### src/rtl/cnms_pkg.sv
`timescale 1ns / 1ps
package cnms_pkg;

	localparam int MAG_BITS  = 16;
	localparam int GRAD_BITS = 16;
	localparam int DEF_MAX_WIDTH = 2048;
	localparam int ROW_BITS  = 16;
	localparam int COL_BITS  = 11;
	localparam int EDGE_BITS = 16;
	localparam int THR_BITS  = 16;
	localparam int IW_BITS   = 12;
	localparam int IH_BITS   = 16;
	localparam int CFG_BITS  = 16;
	localparam int QUEUE_DEPTH = 4;

	// register indexes of the configuration port
	localparam logic [1:0] REG_THRESHOLD = 2'd0;
	localparam logic [1:0] REG_WIDTH     = 2'd1;
	localparam logic [1:0] REG_HEIGHT    = 2'd2;

	typedef struct packed {
		logic [MAG_BITS-1:0]         magnitude;
		logic signed [GRAD_BITS-1:0] grad_y;
		logic signed [GRAD_BITS-1:0] grad_x;
		logic                        mask_enable;
	} in_t;

	typedef struct packed {
		logic [EDGE_BITS-1:0] edge_value;
		logic [ROW_BITS-1:0]  center_row;
		logic [COL_BITS-1:0]  center_column;
		logic                 frame_last;
	} out_t;

	typedef struct packed {
		logic [THR_BITS-1:0] threshold;
		logic [IW_BITS-1:0]  width;
		logic [IH_BITS-1:0]  height;
	} cfg_t;

	// classified centre pixel handed from front to back
	typedef struct packed {
		logic                 zero;
		logic [MAG_BITS-1:0]  mag;
		logic [GRAD_BITS-1:0] num;
		logic [GRAD_BITS-1:0] den;
		logic [MAG_BITS-1:0]  p1a;
		logic [MAG_BITS-1:0]  p2a;
		logic [MAG_BITS-1:0]  p1b;
		logic [MAG_BITS-1:0]  p2b;
		logic [ROW_BITS-1:0]  row;
		logic [COL_BITS-1:0]  col;
		logic                 last;
	} cls_t;

endpackage

### src/rtl/cnms_back.sv
`timescale 1ns / 1ps
module cnms_back import cnms_pkg::*; (
	input  logic clk,
	input  logic arst_n,
	input  logic empty,
	output logic pop,
	input  cls_t pop_data,
	output logic out_valid,
	input  logic out_ready,
	output out_t out_data
);

	localparam int PW = MAG_BITS + GRAD_BITS;

	logic                 adv;
	logic                 v_b1, v_b2;
	cls_t                 e_b1;
	logic [GRAD_BITS-1:0] dn_b1;
	logic [PW-1:0]        a1_b2, a2_b2, b1_b2, b2_b2, pm_b2;
	logic                 zero_b2, last_b2;
	logic [MAG_BITS-1:0]  mag_b2;
	logic [ROW_BITS-1:0]  row_b2;
	logic [COL_BITS-1:0]  col_b2;
	logic                 keep;

	assign adv = !out_valid || out_ready;
	assign pop = adv && !empty;

	// stage valids
	always_ff @(posedge clk or negedge arst_n) begin
		if (!arst_n) begin
			v_b1      <= 1'b0;
			v_b2      <= 1'b0;
			out_valid <= 1'b0;
		end else if (adv) begin
			v_b1      <= !empty;
			v_b2      <= v_b1;
			out_valid <= v_b2;
		end
	end

	// take entry, form den - num
	always_ff @(posedge clk) begin
		if (pop) begin
			e_b1  <= pop_data;
			dn_b1 <= pop_data.den - pop_data.num;
		end
	end

	// multiply
	always_ff @(posedge clk) begin
		if (adv) begin
			a2_b2   <= PW'(e_b1.p2a) * PW'(e_b1.num);
			a1_b2   <= PW'(e_b1.p1a) * PW'(dn_b1);
			b2_b2   <= PW'(e_b1.p2b) * PW'(e_b1.num);
			b1_b2   <= PW'(e_b1.p1b) * PW'(dn_b1);
			pm_b2   <= PW'(e_b1.mag) * PW'(e_b1.den);
			zero_b2 <= e_b1.zero;
			mag_b2  <= e_b1.mag;
			row_b2  <= e_b1.row;
			col_b2  <= e_b1.col;
			last_b2 <= e_b1.last;
		end
	end

	// compare both interpolations against the centre
	assign keep = !zero_b2
		&& ((PW+1)'(a2_b2) + (PW+1)'(a1_b2) <= (PW+1)'(pm_b2))
		&& ((PW+1)'(b2_b2) + (PW+1)'(b1_b2) <= (PW+1)'(pm_b2));

	always_ff @(posedge clk) begin
		if (adv) begin
			out_data.edge_value    <= keep ? EDGE_BITS'(mag_b2) : '0;
			out_data.center_row    <= row_b2;
			out_data.center_column <= col_b2;
			out_data.frame_last    <= last_b2;
		end
	end

endmodule

### config.mk
export PLATFORM = sky130hd
export DESIGN_NAME = cnms_back
export DESIGN_NICKNAME = d
export VERILOG_FILES = /design/src/rtl/cnms_pkg.sv /design/src/rtl/cnms_back.sv
export SDC_FILE = /design/constraint.sdc
export NUM_CORES = 2
export LEC_CHECK = 0
export BUFFER_PORTS_ARGS = -buffer_cell sky130_fd_sc_hd__buf_4
export CORE_ASPECT_RATIO = 1.75
export CORE_MARGIN = 2
export CORE_UTILIZATION = 50
export DETAILED_ROUTE_END_ITERATION = 8
export PLACE_DENSITY_LB_ADDON = 0.1
export RECOVER_POWER = 50
export SLEW_MARGIN = 25
export SYNTH_ARGS = -nofsm -noshare
export SYNTH_HDL_FRONTEND = slang
export SYNTH_SLANG_ARGS = --single-unit
### constraint.sdc
create_clock -name clk -period 10.2 [get_ports clk]
set_input_delay 0.51 -clock clk [delete_from_list [all_inputs] [get_ports clk]]
set_output_delay 0.51 -clock clk [all_outputs]
set_load 0.01 [all_outputs]
Word level (Yosys, flattened, before mapping)
Index checks and enable logic that the tools add are counted.
{"block": "word_totals", "regBits": 409, "inputBits": 145, "wordCells": 46}
{"block": "op_classes", "n_reduce_logical": 7, "magnitude_cmp": 2, "mul": 5, "n_addsub": 3}
{"operator": "multiplier 16 x 16 -> 32 bit", "count": 5}
{"operator": "adder 32 x 32 -> 33 bit", "count": 2}
{"operator": "less-or-equal comparator 33 x 32 -> 1 bit", "count": 2}
{"operator": "subtractor 16 bit", "count": 1}
{"operator": "logical AND 1 bit", "count": 3}
{"operator": "logical NOT 1 bit", "count": 3}
{"operator": "logical OR 1 bit", "count": 1}

Depth between registers and ports, before layout
{"block": "logic_depth", "depth_word": 4, "ltp_mapped": 25, "ltp_nobuf": 23}

Worst setup path before layout
Ideal clock, no wire load.
{"block": "synth_path", "kind": "input -> register", "startpoint": "input out_ready", "endpoint": "register dn_b1[0] (enable)", "setup_slack_ps": 2272, "setup_ps": 683, "cell_stages": 2, "n_path_buf": 0, "arrival_ps": 7245, "cell_sequence": "nor2b_1 -> nor2_1"}
{"block": "synth_between", "elab_chain_cells": 2}
{"element": "start: declaration", "line_no": "cnms_back.sv:9", "source": "input logic out_ready,"}
{"element": "logical OR 1 bit", "line_no": "cnms_back.sv:26", "source": "assign adv = !out_valid || out_ready;"}
{"element": "logical AND 1 bit", "line_no": "cnms_back.sv:27", "source": "assign pop = adv && !empty;"}
{"element": "net pop", "line_no": "cnms_back.sv:6", "source": "output logic pop,"}
{"element": "end signal: assignment", "line_no": "cnms_back.sv:46", "source": "dn_b1 <= pop_data.den - pop_data.num;"}
{"element": "end: declaration", "line_no": "cnms_back.sv:18", "source": "logic [GRAD_BITS-1:0] dn_b1;"}
The timed path passes the listed nets, and every way through them passes these cells.
A chain may end at the register's enable or synchronous reset.

Final worst setup path
{"block": "layout_path", "startpoint": "register e_b1[109] (netlist bit)", "endpoint": "register a2_b2[30], data pin"}
{"block": "layout_between", "elab_chain_cells": 1}
{"element": "start: declaration", "line_no": "cnms_back.sv:17", "source": "cls_t e_b1;"}
{"element": "start signal: assignment", "line_no": "cnms_back.sv:45", "source": "e_b1 <= pop_data;"}
{"element": "multiplier 16 x 16 -> 32 bit", "line_no": "cnms_back.sv:53", "source": "a2_b2 <= PW'(e_b1.p2a) * PW'(e_b1.num);"}
{"element": "end signal: assignment", "line_no": "cnms_back.sv:53"}
{"element": "end: declaration", "line_no": "cnms_back.sv:19", "source": "logic [PW-1:0] a1_b2, a2_b2, b1_b2, b2_b2, pm_b2;"}
No other way between the ends.

==> flow_metrics.env <==
export IMPL_run_status="finished with violations"
export IMPL_violations="max-capacitance violations, max-slew violations"
export IMPL_hold_viol_final=0
export IMPL_clkTransAtPathRegs_ns=0.08
export IMPL_grt_overflow=0
export IMPL_via_per_inst=5.489
export IMPL_vias=41740
export IMPL_grt_pass1_vias=45730
export IMPL_ys_flop_type="edfxtp_1"
export IMPL_rsz0062_at_grt="no"
export IMPL_fp_dieW_um=264.8
export IMPL_synth_seq_cells=409
export IMPL_ctsLongestPathBuffers=3
export IMPL_die_area_um2=121900
export IMPL_drt_pass1_iterations=5
export IMPL_synth_edff_count=406
export IMPL_worst_pin_slew_ns=4.668
export IMPL_grt_pass1_wl_mm=252.1
export IMPL_cts_setup_buffers=0
export IMPL_num_rows=167
export IMPL_cpLargestDelayFamily="adder cells"
export IMPL_die_h_um=460.4
export IMPL_avgSynthCellArea_um2=10.01
export IMPL_cts_tree="done"
export IMPL_wirelength_mm=161.0
export IMPL_postCtsResizedCells=0
export IMPL_finClkSkew_ns=0.04254
export IMPL_wl_met3_mm=6.241
export IMPL_critPathKind="flop to flop"
export IMPL_drc_errors=0
export IMPL_fmax_mhz=125.6
export IMPL_wl_met1_mm=58.06
export IMPL_crit_buf_inv=4
export IMPL_yosysUniqueCellTypes=82
export IMPL_hpwlAfterDp_mm=127.1
export IMPL_met2_length_mm=87.23
export IMPL_drtIter0Drc=2003
export IMPL_start_kind="flop"
export IMPL_start_util_pct=50.32
export IMPL_cpPeakStageDelay_ns=1.61
export IMPL_drv_cap=5
export IMPL_syn_area_um2=59510
export IMPL_postRouteAntennaNets=0
export IMPL_antenna_found_initial=6
export IMPL_max_slew_margin_pct=-212.9
export IMPL_post_route_cells_drive_above_1_share_pct=4.572
export IMPL_gp_congestion=0.9414
export IMPL_hold_class="input pin to flop"
export IMPL_synth_async_reset_ratio_pct=0.7335
export IMPL_arrival_ns=8.36
export IMPL_path_common_cell="fa_1"
export IMPL_period_share_pct=78.05
export IMPL_nNetsFinal=7825
export IMPL_fin_crit_ns=7.961
export IMPL_io_pins=191
export IMPL_htreeDepth=2
export IMPL_grt_max_degree=100
export IMPL_endpoint_kind="flop"
export IMPL_setup_violations=0
export IMPL_fin_tns_setup_ns=0
export IMPL_yosysWarnings=0
export IMPL_area_growth_pct=7.323
export IMPL_timing_hold_ws_ns=0.06154
export IMPL_maxSlewViolCount=245
export IMPL_cts_buffers_inserted=46
export IMPL_grt_usage_pct=27.19
export IMPL_worstPathCellList="clkbuf_1, nand2_1, fa_1, fa_1, fa_1, fa_1, inv_1, fa_1, inv_1, fa_1, inv_1, ha_1, a2111oi_0, o21ai_0, nor2_1, a21oi_1, and3_1, o41ai_2, o2111ai_1, a21oi_1, xnor2_1"
export IMPL_crit_fanout=32
export IMPL_slowest_stage="clkbuf_1"
export IMPL_holdBufCountCts=21
export IMPL_syn_nets=7723
export IMPL_cp_required_ns=10.60
export IMPL_synthCells=5942
export IMPL_core_um2=118300
export IMPL_top_layer_used="met4"
export IMPL_cts_root_buffer="clkbuf_16"
export IMPL_clk_latency_ns=0.65
export IMPL_io_buffers=190
export IMPL_synth_seq_area_share_pct=20.61
export IMPL_clkSinkCount=409
export IMPL_avgRoutedWirePerCell_um=21.17
export IMPL_n_fill_cell=10800
-- layout by cell type, fill, tap and decap left out, drive strengths merged, types with 45 or more instances in the layout --
master,synthesis,routed
inv,1178,1182
and2,577,577
edfxtp,406,406
xor2,55,55
clkbuf,200,247
buf,7,45
nor3,46,46
nand3,57,57
ha,663,663
xnor2,141,141
fa,973,973
o21ai,86,86
a21oi,176,176
nand2,790,790
nor2,111,111
a21o,117,117
-- cell type report --
type / count / area [µm²] / share of cell area, %
repair buffers: 261 / 1704 / 2.668
clock inverters: 33 / 340.3 / 0.5329
clock buffers: 52 / 1195 / 1.871
inverters: 1178 / 4423 / 6.925
diodes: 2 / 5.005 / 0.007836
multi-input cells: 4148 / 42030 / 65.81
flip-flops and latches: 409 / 12270 / 19.21
well taps: 1521 / 1903 / 2.980
-- final timing paths --
path | start | to | slack (ns) | cells past startpoint
worst max-delay path | e_b1[109] | a2_b2[30] | 2.24 | 21
worst min-delay path | pop_data[51] | e_b1[51] | 0.06 | 1
worst max register to register | e_b1[109] | a2_b2[30] | 2.24 | 21
worst min register to register | row_b2[4] | out_data[16] | 0.41 | 0
max in group asynchronous | arst_n | v_b1 | 9.86 | 2
min in group asynchronous | arst_n | out_valid | 0.19 | 2
-- worst reg2reg max path, stage by stage (launching register included) --
cell	delay, ns
edfxtp_1	0.34
clkbuf_1	1.61
nand2_1	0.29
fa_1	0.58
fa_1	0.58
fa_1	0.45
fa_1	0.55
inv_1	0.05
fa_1	0.47
inv_1	0.05
fa_1	0.47
inv_1	0.04
ha_1	0.38
a2111oi_0	0.36
o21ai_0	0.15
nor2_1	0.12
a21oi_1	0.13
and3_1	0.24
o41ai_2	0.42
o2111ai_1	0.20
a21oi_1	0.20
xnor2_1	0.08
-- sequential cells by signal, indices dropped and copies added, names as in the netlist, 32 cells and up --
signal,count
e_b1,141
a2_b2,32
b2_b2,32
pm_b2,32
b1_b2,32
a1_b2,32
out_data,44
-- synth_stat cells (all sizes together), types with 9 or more instances --
library cell	instances	share of area [%]
o21bai	37	0.47
nor3b	16	0.29
edfxtp	406	20
or3	16	0.17
nand3	57	0.48
clkbuf	200	1.3
nand4	20	0.21
ha	663	14
fa	973	33
a21oi	176	1.5
o21a	17	0.21
inv	1178	7.4
o211ai	14	0.18
xnor2	141	2.1
a31oi	17	0.21
and3	17	0.18
a2111oi	9	0.20
o31a	9	0.13
a211oi	20	0.25
o31ai	11	0.15
nand2b	18	0.19
xor2	55	0.81
o21ai	86	0.75
and2	577	6.1
nor3	46	0.40
nor2	111	0.70
a21o	117	1.5
nor2b	25	0.26
nand2	790	5.0
-- through the flow --
| step | cell area (µm²) | setup slack, ns | util (%) | std cells |
|---|---|---|---|---|
| after CTS | 64180 | 3.233 | 54.26 | 7602 |
| after global routing | 63860 | 1.851 | 54.00 | 7603 |
| after floorplan | 59510 | 2.272 | - | 5942 |
| after detailed placement | 62430 | 3.245 | 52.79 | 7496 |
| after global placement | 62430 | 3.328 | 52.79 | 7496 |
| final | 63870 | 2.239 | 54.00 | 7604 |
-- metal layers --
metal | up-vias | track usage, %
li1 | 18850 | -
met3 | 396 | 2.720
met1 | 21450 | 29.49
met2 | 1046 | 52.03
met4 | 0 | 13.92
met5 | - | 0
-- logic make-up after synthesis --
| family | Yosys count | share of synthesized area, % |
|---|---|---|
| fa+ha+maj | 1636 | 46.67 |
| xor+xnor | 196 | 2.885 |
| simple gates | 1730 | 14.39 |
| mux | 4 | 0.06728 |
| compound gates | 582 | 6.598 |
| buf+inv | 1385 | 8.772 |
| flops | 409 | 20.61 |
Power is left out: the tool's default activity adds up to more than one toggle a clock period on the data nets, which glitch-free logic cannot reach.
