[config.mk]
export PLATFORM = sky130hd
export DESIGN_NAME = cnms_queue
export DESIGN_NICKNAME = d
export VERILOG_FILES = /design/src/rtl/cnms_pkg.sv /design/src/rtl/cnms_queue.sv
export SDC_FILE = /design/constraint.sdc
export NUM_CORES = 1
export LEC_CHECK = 0
export BUFFER_PORTS_ARGS = -buffer_cell sky130_fd_sc_hd__buf_2
export CAP_MARGIN = 20
export CELL_PAD_IN_SITES_DETAIL_PLACEMENT = 0
export CELL_PAD_IN_SITES_GLOBAL_PLACEMENT = 1
export CORE_AREA = 2 2 205 308
export CTS_CLUSTER_SIZE = 28
export DETAILED_ROUTE_END_ITERATION = 8
export DIE_AREA = 0 0 207 310
export PLACE_DENSITY = 0.58
export SYNTH_ARGS = -nofsm -noshare
export SYNTH_HDL_FRONTEND = slang
export SYNTH_SLANG_ARGS = --single-unit
[constraint.sdc]
create_clock -name clk -period 4.5 [get_ports clk]
set_input_delay 0.45 -clock clk [delete_from_list [all_inputs] [get_ports clk]]
set_output_delay 0.45 -clock clk [all_outputs]
set_load 0.02 [all_outputs]
[src/rtl/cnms_pkg.sv]
`timescale 1ns / 1ps
package cnms_pkg;

	localparam int MAG_BITS  = 16;
	localparam int GRAD_BITS = 16;
	localparam int DEF_MAX_WIDTH = 2048;
	localparam int ROW_BITS  = 16;
	localparam int COL_BITS  = 11;
	localparam int EDGE_BITS = 16;
	localparam int THR_BITS  = 16;
	localparam int IW_BITS   = 12;
	localparam int IH_BITS   = 16;
	localparam int CFG_BITS  = 16;
	localparam int QUEUE_DEPTH = 4;

	// register indexes of the configuration port
	localparam logic [1:0] REG_THRESHOLD = 2'd0;
	localparam logic [1:0] REG_WIDTH     = 2'd1;
	localparam logic [1:0] REG_HEIGHT    = 2'd2;

	typedef struct packed {
		logic [MAG_BITS-1:0]         magnitude;
		logic signed [GRAD_BITS-1:0] grad_y;
		logic signed [GRAD_BITS-1:0] grad_x;
		logic                        mask_enable;
	} in_t;

	typedef struct packed {
		logic [EDGE_BITS-1:0] edge_value;
		logic [ROW_BITS-1:0]  center_row;
		logic [COL_BITS-1:0]  center_column;
		logic                 frame_last;
	} out_t;

	typedef struct packed {
		logic [THR_BITS-1:0] threshold;
		logic [IW_BITS-1:0]  width;
		logic [IH_BITS-1:0]  height;
	} cfg_t;

	// classified centre pixel handed from front to back
	typedef struct packed {
		logic                 zero;
		logic [MAG_BITS-1:0]  mag;
		logic [GRAD_BITS-1:0] num;
		logic [GRAD_BITS-1:0] den;
		logic [MAG_BITS-1:0]  p1a;
		logic [MAG_BITS-1:0]  p2a;
		logic [MAG_BITS-1:0]  p1b;
		logic [MAG_BITS-1:0]  p2b;
		logic [ROW_BITS-1:0]  row;
		logic [COL_BITS-1:0]  col;
		logic                 last;
	} cls_t;

endpackage

[src/rtl/cnms_queue.sv]
`timescale 1ns / 1ps
module cnms_queue import cnms_pkg::*; (
	input  logic clk,
	input  logic arst_n,
	input  logic push,
	input  cls_t push_data,
	output logic full,
	input  logic pop,
	output logic empty,
	output cls_t pop_data
);

	localparam int QW = $clog2(QUEUE_DEPTH);

	cls_t          buf_q [QUEUE_DEPTH];
	logic [QW-1:0] wr_q, rd_q;
	logic [QW:0]   cnt_q;

	assign full     = (cnt_q == (QW+1)'(QUEUE_DEPTH));
	assign empty    = (cnt_q == '0);
	assign pop_data = buf_q[rd_q];

	// hold entries
	always_ff @(posedge clk) begin
		if (push)
			buf_q[wr_q] <= push_data;
	end

	// advance pointers
	always_ff @(posedge clk or negedge arst_n) begin
		if (!arst_n) begin
			wr_q  <= '0;
			rd_q  <= '0;
			cnt_q <= '0;
		end else begin
			if (push)
				wr_q <= wr_q + 1'b1;
			if (pop)
				rd_q <= rd_q + 1'b1;
			cnt_q <= cnt_q + (QW+1)'(push) - (QW+1)'(pop);
		end
	end

	a_no_overflow: assert property (@(posedge clk) disable iff (!arst_n) !(push && full))
		else $error("beat pushed into full queue");
	a_no_underflow: assert property (@(posedge clk) disable iff (!arst_n) !(pop && empty))
		else $error("beat popped from empty queue");
	a_count_range: assert property (@(posedge clk) disable iff (!arst_n)
		cnt_q <= (QW+1)'(QUEUE_DEPTH))
		else $error("queue count out of range");

endmodule

* Word level (Yosys, flattened, before mapping)
Memories as Yosys holds them, arrays and structs flattened. Index checks and enable logic that the tools add are counted. W data, S select, Z words.
Word-level totals: memory bits (read-only) 0, latch bits 0, input bits 145, output and inout port bits 143, memory bits (writable) 564, logic and storage cells 12, memories 1, bits in registers 7
Memory list:
- buf_q | words 4, bits a word 141, rd ports 1, clocked after memory_dff 0, wr ports 1, RTL line cnms_queue.sv:15 | cls_t buf_q [QUEUE_DEPTH];
Operators by class: $mul 0, divide/modulo/power cells 0, equal/unequal tests 1, add/sub/neg operators 4, multiplexer cells 2, bitwise operators 0, $lt $le $gt $ge 0, shift operators 0, reductions and logical operators 1
Operators by type and width (count):
- $add A2 B1 Y2 const B | 2
- $add A3 B1 Y3 | 1
- $eq A3 B3 Y1 const B | 1
- $logic_not A3 Y1 | 1
- $sub A3 B1 Y3 | 1
- $mux W1 | 2

* Logic depth before layout (Yosys ltp)
Gate-level depths: netlist of run 1.
word-level depth 2, mapped depth 7, depth with buffers taken out 7

* Worst setup path before layout of run 1
OpenSTA, ideal clock, no wires.
kind reg-to-reg, from register wr_q[0], to memory buf_q[0][0] (netlist bit) (enable), period minus slack after synthesis 4.366 ns, path buffers 0, path slack 0.134 ns, cell stages (with the launch flop) 4, required time 3.983 ns, arrival 3.849 ns, setup time 0.517 ns, path through dfrtp_1 > inv_1 > ha_1 > and2_1
RTL lines:
- start: declaration | RTL line cnms_queue.sv:16 | logic [QW-1:0] wr_q, rd_q;
- start signal: assignment | RTL line cnms_queue.sv:37 | wr_q <= wr_q + 1'b1;
- end: declaration | RTL line cnms_queue.sv:15
Straight into the memory's write port.

==> results of run 1 <==
-- kinds of logic (layout without fill, tap and decap cells) --
group | count (synthesis) | count (layout) | synth area share, %
DFF | 571 | 571 | 82.6
muxes | 141 | 141 | 15.3
buffers and inverters | 38 | 403 | 1.14
and+or+nand+nor | 8 | 8 | 0.211
adders and majority gates | 7 | 7 | 0.459
xor gates and xnor gates | 5 | 5 | 0.211
AOI/OAI and AO/OA | 1 | 1 | 0.0241
other | 0 | 6 | 0
-- registers in the layout, indices dropped and copies added, names as in the netlist --
| register | count |
|---|---|
| cnt_q | 3 |
| wr_q | 2 |
| rd_q | 2 |
| buf_q | 564 |
-- report_power, final --
group          total [mW]  internal, mW  leakage (nW)  switching (mW)
Sequential           7.33          6.95          5.26           0.376
Combinational        5.20          2.09          2.27            3.11
Clock                4.47          2.56         0.826            1.91
-- metal layers --
layer,vias to the layer above,routed length [µm]
met5,-,53
met4,10,1520
met3,89,2680
met2,249,22400
met1,4888,16800
li1,3994,-
-- worst reg2reg max path: cells and delay by family, from the launching register on --
family,cells,cell delay [ns]
adders and majority gates,1,0.15
buffers and inverters,2,0.64
DFF,1,0.42
and+or+nand+nor,1,0.72
-- cells in the final DEF (no fill, tap or decap), types with 5 or more instances in the layout --
master	instances
clkinv_1	12
mux4_2	141
ha_1	6
bufinv_16	7
edfxtp_1	564
buf_12	8
clkinvlp_4	5
dfrtp_1	5
diode_2	6
clkinv_2	6
inv_1	6
clkbuf_1	6
buf_4	7
buf_2	287
clkbuf_16	53
-- final cells by class --
cell class                      instances  area, µm²
Inverter                                6       22.5
Multi-Input combinational cell        162       3370
Tap cell                              798        998
Timing Repair Buffer                  303       1660
Fill cell                            5555      36800
Clock inverter                         35        369
Sequential cell                       571      17100
Antenna cell                            6       15.0
Clock buffer                           59       1350
-- through the flow --
| stage | worst slack (ns) | cell area [µm²] |
|---|---|---|
| 5_1_grt | 1.07 | 24900 |
| 3_3_place_gp | 1.84 | 23200 |
| 3_5_place_dp | 1.82 | 23200 |
| 2_1_floorplan | 0.134 | 20700 |
| 4_1_cts | 1.15 | 24900 |
| 6_report | 1.30 | 24900 |
-- worst paths after layout --
kind / endpoint / slack [ns] / depth (start not counted)
min in group asynchronous: cnt_q[0]$_DFF_PN0_ / 0.26 / 2
min: buf_q[0][99]$_DFFE_PP_ / 0.06 / 1
max reg2reg: buf_q[2][118]$_DFFE_PP_ / 2.20 / 4
max in group asynchronous: rd_q[0]$_DFFE_PN0P_ / 4.04 / 2
min reg2reg: wr_q[0]$_DFFE_PN0P_ / 0.54 / 1
max: pop_data[70] / 1.30 / 3
-- repair_timing --
action,CTS,global route
hold buffers,1,0
endpoints found under the hold margin,7,0
gates resized for setup,0,0
==> metrics, run 1 <==
status finished, final reports clean; RSZ-0062 raised after global routing false; minimum clock period after layout 3.20 ns; die area 64,200 µm²; initial core utilization 33.6%; Cell Area, Synth 20,700 µm²; CTS tree built; Tot GR Track Use 13.5%; clk buf depth 3; I/O Buffers 287; Avg WL per Cell 22.4 µm; met3 Use GR 3.91%; Crit path required time 4.05 ns; root buffer cell clkbuf_16; Overflow after GRT 0; Final setup viols 0; H-tree depth 2; skew final 0.0141 ns; clk slew on worst S/H paths 0.07 ns; most common cell in the synthesized netlist edfxtp_1; Pwr Total 17.0 mW; Synth top cells by count edfxtp_1 (564), mux4_2 (141), buf_2 (17); top cell type's share of synthesized area 81.8%; Worst Tran Pin Value 0.932 ns; area grow syn2layout 20.3%; CP arrival 2.75 ns; Synth warnings 0; first-pass GRT wire length 64,300 µm; Clock Sinks 571; largest net degree at the start of global routing 89; max capacitance violation total 0; Area contributors post-synth edfxtp_1 (82%), mux4_2 (15%), dfrtp_1 (0.85%); cts bufs inserted 53; Setup TNS 0 ns; FF-to-FF Start wr_q[0]$_DFFE_PN0P_; critical path class reg -> out; Top FF cell, synth edfxtp_1; initial antenna violation count 11; area of the core 61,700 µm²; Worst path slowest cell dfrtp_4; drt initial violations 464; crit-path max FO 33; Top Ports 288; DRC 0; Post-Synthesis Cells 771; CP startpoint rd_q[0]$_DFFE_PN0P_; total wire length 43,500 µm; clk_lat worst skew 0.60 ns; vias in the first global route 9,970; Slew headroom 37.9%; Yosys cell types 17; max incr delay on CP 0.91 ns; async set-or-reset flop fraction in the synthesized netlist 1.23%; area leader, netlist edfxtp_1; fmax 313 MHz; Rows 112; Chip Width 207 µm; pwr dens 683 nW/µm²; Slew Viols, Final 0; final cell count without fillers 1,940; post-CTS setup buffer count 0; CP Cell Sequence buf_4 > mux4_2 > buf_2; crit share post-route 71.1%; critical path launch point type register; EDFF count, synth 564; post-synth net total 923; WHS 0.0626 ns; Nets 1,249; hold path start push_data[99]; Layout Utilization 40.4%; Worst VDD drop 0.383 mV; register area share after synthesis 82.6%; HP Class in -> reg; hpwl dp 25,700 µm; GR Util met2 23.9%; Buf/Inv on CP 2; placed cell count 1,839; Worst Setup End Kind output port; fraction of layout cells with a size suffix above 1 46.2%; chip height 310 µm; Hold Vio Cnt, Final 0; Vias/cell 4.76; Crit path max-delay family flip-flops; global-route met1 utilization 15.4%; DR vias 9,230; leak pwr 8.35 nW; busiest metal layer after global routing met2; First-pass DRT Iterations 5; Seq cells post-synth 571; Final Wtd Congestion 0.681; Syn Area/Cell 26.9 µm²; Final ANT Viol Nets 0
Power figures use the tool's default switching activity.
==> run 2: changes to the inputs <==
- clock period: 4.5 -> 2.91 ns (I/O delays scaled with it)
==> run 2 against run 1 <==
  * Clock skew is 0.0038 ns lower
  * Setup slack worse by 1.1 ns
  * Die area did not move
  * Sequential power grew 51%
  * Sequential share of layout area fell by 3.8 points
  * Critical path type unchanged
  * Largest cell class unchanged
  * Largest power group unchanged
==> metrics, run 2 (same netlist as run 1, synthesis figures left out) <==
pwr dens 996 nW/µm² (+46%); CP arrival 2.42 ns (-0.33 ns); fraction of layout cells with a size suffix above 1 40.3% (-5.9 points); die area 64,200 µm² (unchanged); drt initial violations 449 (-3.2%); Clock Sinks 571 (unchanged); RSZ-0062 raised after global routing false; CTS tree built; Hold Vio Cnt, Final 0 (unchanged); commonest non-fill, non-tap cell in the layout edfxtp_1; Slew headroom 46.7% (+8.9 points); initial antenna violation count 3 (-8); status finished, final reports clean; minimum clock period after layout 2.71 ns; Vias/cell 4.68 (-1.6%); Worst VDD drop 0.780 mV (+100%); clk_lat worst skew 0.59 ns (about the same); Pwr Total 26.3 mW (+54%); Tot GR Track Use 13.7% (+0.13 points); Slew Viols, Final 0 (unchanged); area of the core 61,700 µm² (unchanged); ANT cells 0 (-6); Worst Tran Pin Value 0.799 ns (-0.133 ns); I/O Buffers 287 (unchanged); fmax 369 MHz; most frequent cells in the layout edfxtp_1 (564), buf_2 (287), dlygate4sd3_1 (144), mux4_2 (141), clkbuf_16 (57); Avg WL per Cell 20.9 µm (-6.7%); chip height 310 µm (unchanged); critical path class reg -> out; skew final 0.0103 ns (-0.00378 ns); largest registers buf_q x564, cnt_q x3; max capacitance violation total 0 (unchanged); First-pass DRT Iterations 6 (+1); hpwl dp 25,200 µm (-2.0%); H-tree depth 2 (unchanged); Rows 112 (unchanged); Final Wtd Congestion 0.700 (+2.7%); critical path launch point type register; root buffer cell clkbuf_16; Setup TNS 0 ns (unchanged); HP Class in -> async; post-CTS setup buffer count 0 (unchanged); cts bufs inserted 54 (+1.9%); Overflow after GRT 0 (unchanged); Top reg by flops buf_q; Chip Width 207 µm (unchanged); crit-path max FO 74 (+120%); crit share post-route 93.1%; Final ANT Viol Nets 0 (unchanged); largest net degree at the start of global routing 100 (+12%); leak pwr 8.96 nW (+7.3%); max reg flops 564 (unchanged); Nets 1,395 (+12%); vias in the first global route 10,900 (+8.9%); area grow syn2layout 27.3%; Final setup viols 0 (unchanged); first-pass GRT wire length 66,000 µm (+2.6%); DRC 0 (unchanged); clk buf depth 3 (unchanged); clk slew on worst S/H paths 0.06 ns (about the same); DR vias 9,759 (+5.7%); Worst Setup End Kind output port; initial core utilization 33.6% (unchanged); total wire length 43,600 µm (+0.19%); Top Ports 288 (unchanged); Crit path required time 2.62 ns (-1.43 ns)
run 2: cell count changes in the layout (fill, tap and decap cells not counted), sizes merged:
cell	change
clkinv	+1
diode	-6
clkbuf	+15
clkinvlp	-4
inv	-2
buf	+2
dlygate4sd3	+143
bufinv	-5
run 2: stage by stage:
stage	hold WS (ns)	utilization, %	std cells	instance area [µm²]	setup WS [ns]
2_1_floorplan	-0.00459	-	771	20700	0.116
3_3_place_gp	0.141	37.7	1841	23300	0.719
3_5_place_dp	0.140	37.7	1841	23300	0.720
4_1_cts	0.0276	42.7	2084	26400	0.0428
5_1_grt	0.0545	42.8	2084	26400	0.0313
6_report	0.0781	42.8	2084	26400	0.202
run 2: path summary, 6_finish.rpt:
check,from,end,slack [ns],depth (start not counted)
setup / recovery,rd_q[0]$_DFFE_PN0P_,pop_data[71],0.20,3
hold / removal,arst_n,cnt_q[0]$_DFF_PN0_,0.08,2
setup reg to reg,wr_q[1]$_DFFE_PN0P_,buf_q[1][129]$_DFFE_PP_,1.03,4
hold reg to reg,wr_q[0]$_DFFE_PN0P_,wr_q[0]$_DFFE_PN0P_,0.53,1
max in group asynchronous,arst_n,rd_q[0]$_DFFE_PN0P_,2.65,2
min in group clk,push_data[76],buf_q[0][76]$_DFFE_PP_,0.44,2
run 2: area by class of cell:
class	instances	area [µm²]
fillers	5403	35300
multi-input cells	162	3370
clock inverters	25	170
well taps	798	998
inverters	6	22.5
repair buffers	448	3190
clock buffers	74	1490
flip-flops and latches	571	17100
run 2: critical path, stage by stage, from the launching register on:
cell and delay, ns:
dfrtp_4 0.47, buf_16 0.45, mux4_2 0.62, buf_2 0.18
run 2: metal layers:
metal / global-route usage [%] / share of wire (%) / vias to the layer above
met5: 0 / 0.087 / -
met4: 4.63 / 2.6 / 6
met3: 3.83 / 5.8 / 69
met2: 24.3 / 52 / 264
met1: 15.9 / 39 / 5130
li1: - / - / 4290
run 2: what timing repair did:
item | CTS | global route
resized for setup | 0 | 1
endpoints found under the setup margin | 0 | 1
hold endpoints to repair | 575 | 0
hold buffers | 144 | 0
run 2: where the power goes:
| group | switching, mW | internal [mW] | leakage (nW) |
|---|---|---|---|
| registers | 0.309 | 10.7 | 5.26 |
| clock network | 2.89 | 3.74 | 0.803 |
| logic | 5.13 | 3.44 | 2.90 |
| total | 8.33 | 17.9 | 8.96 |
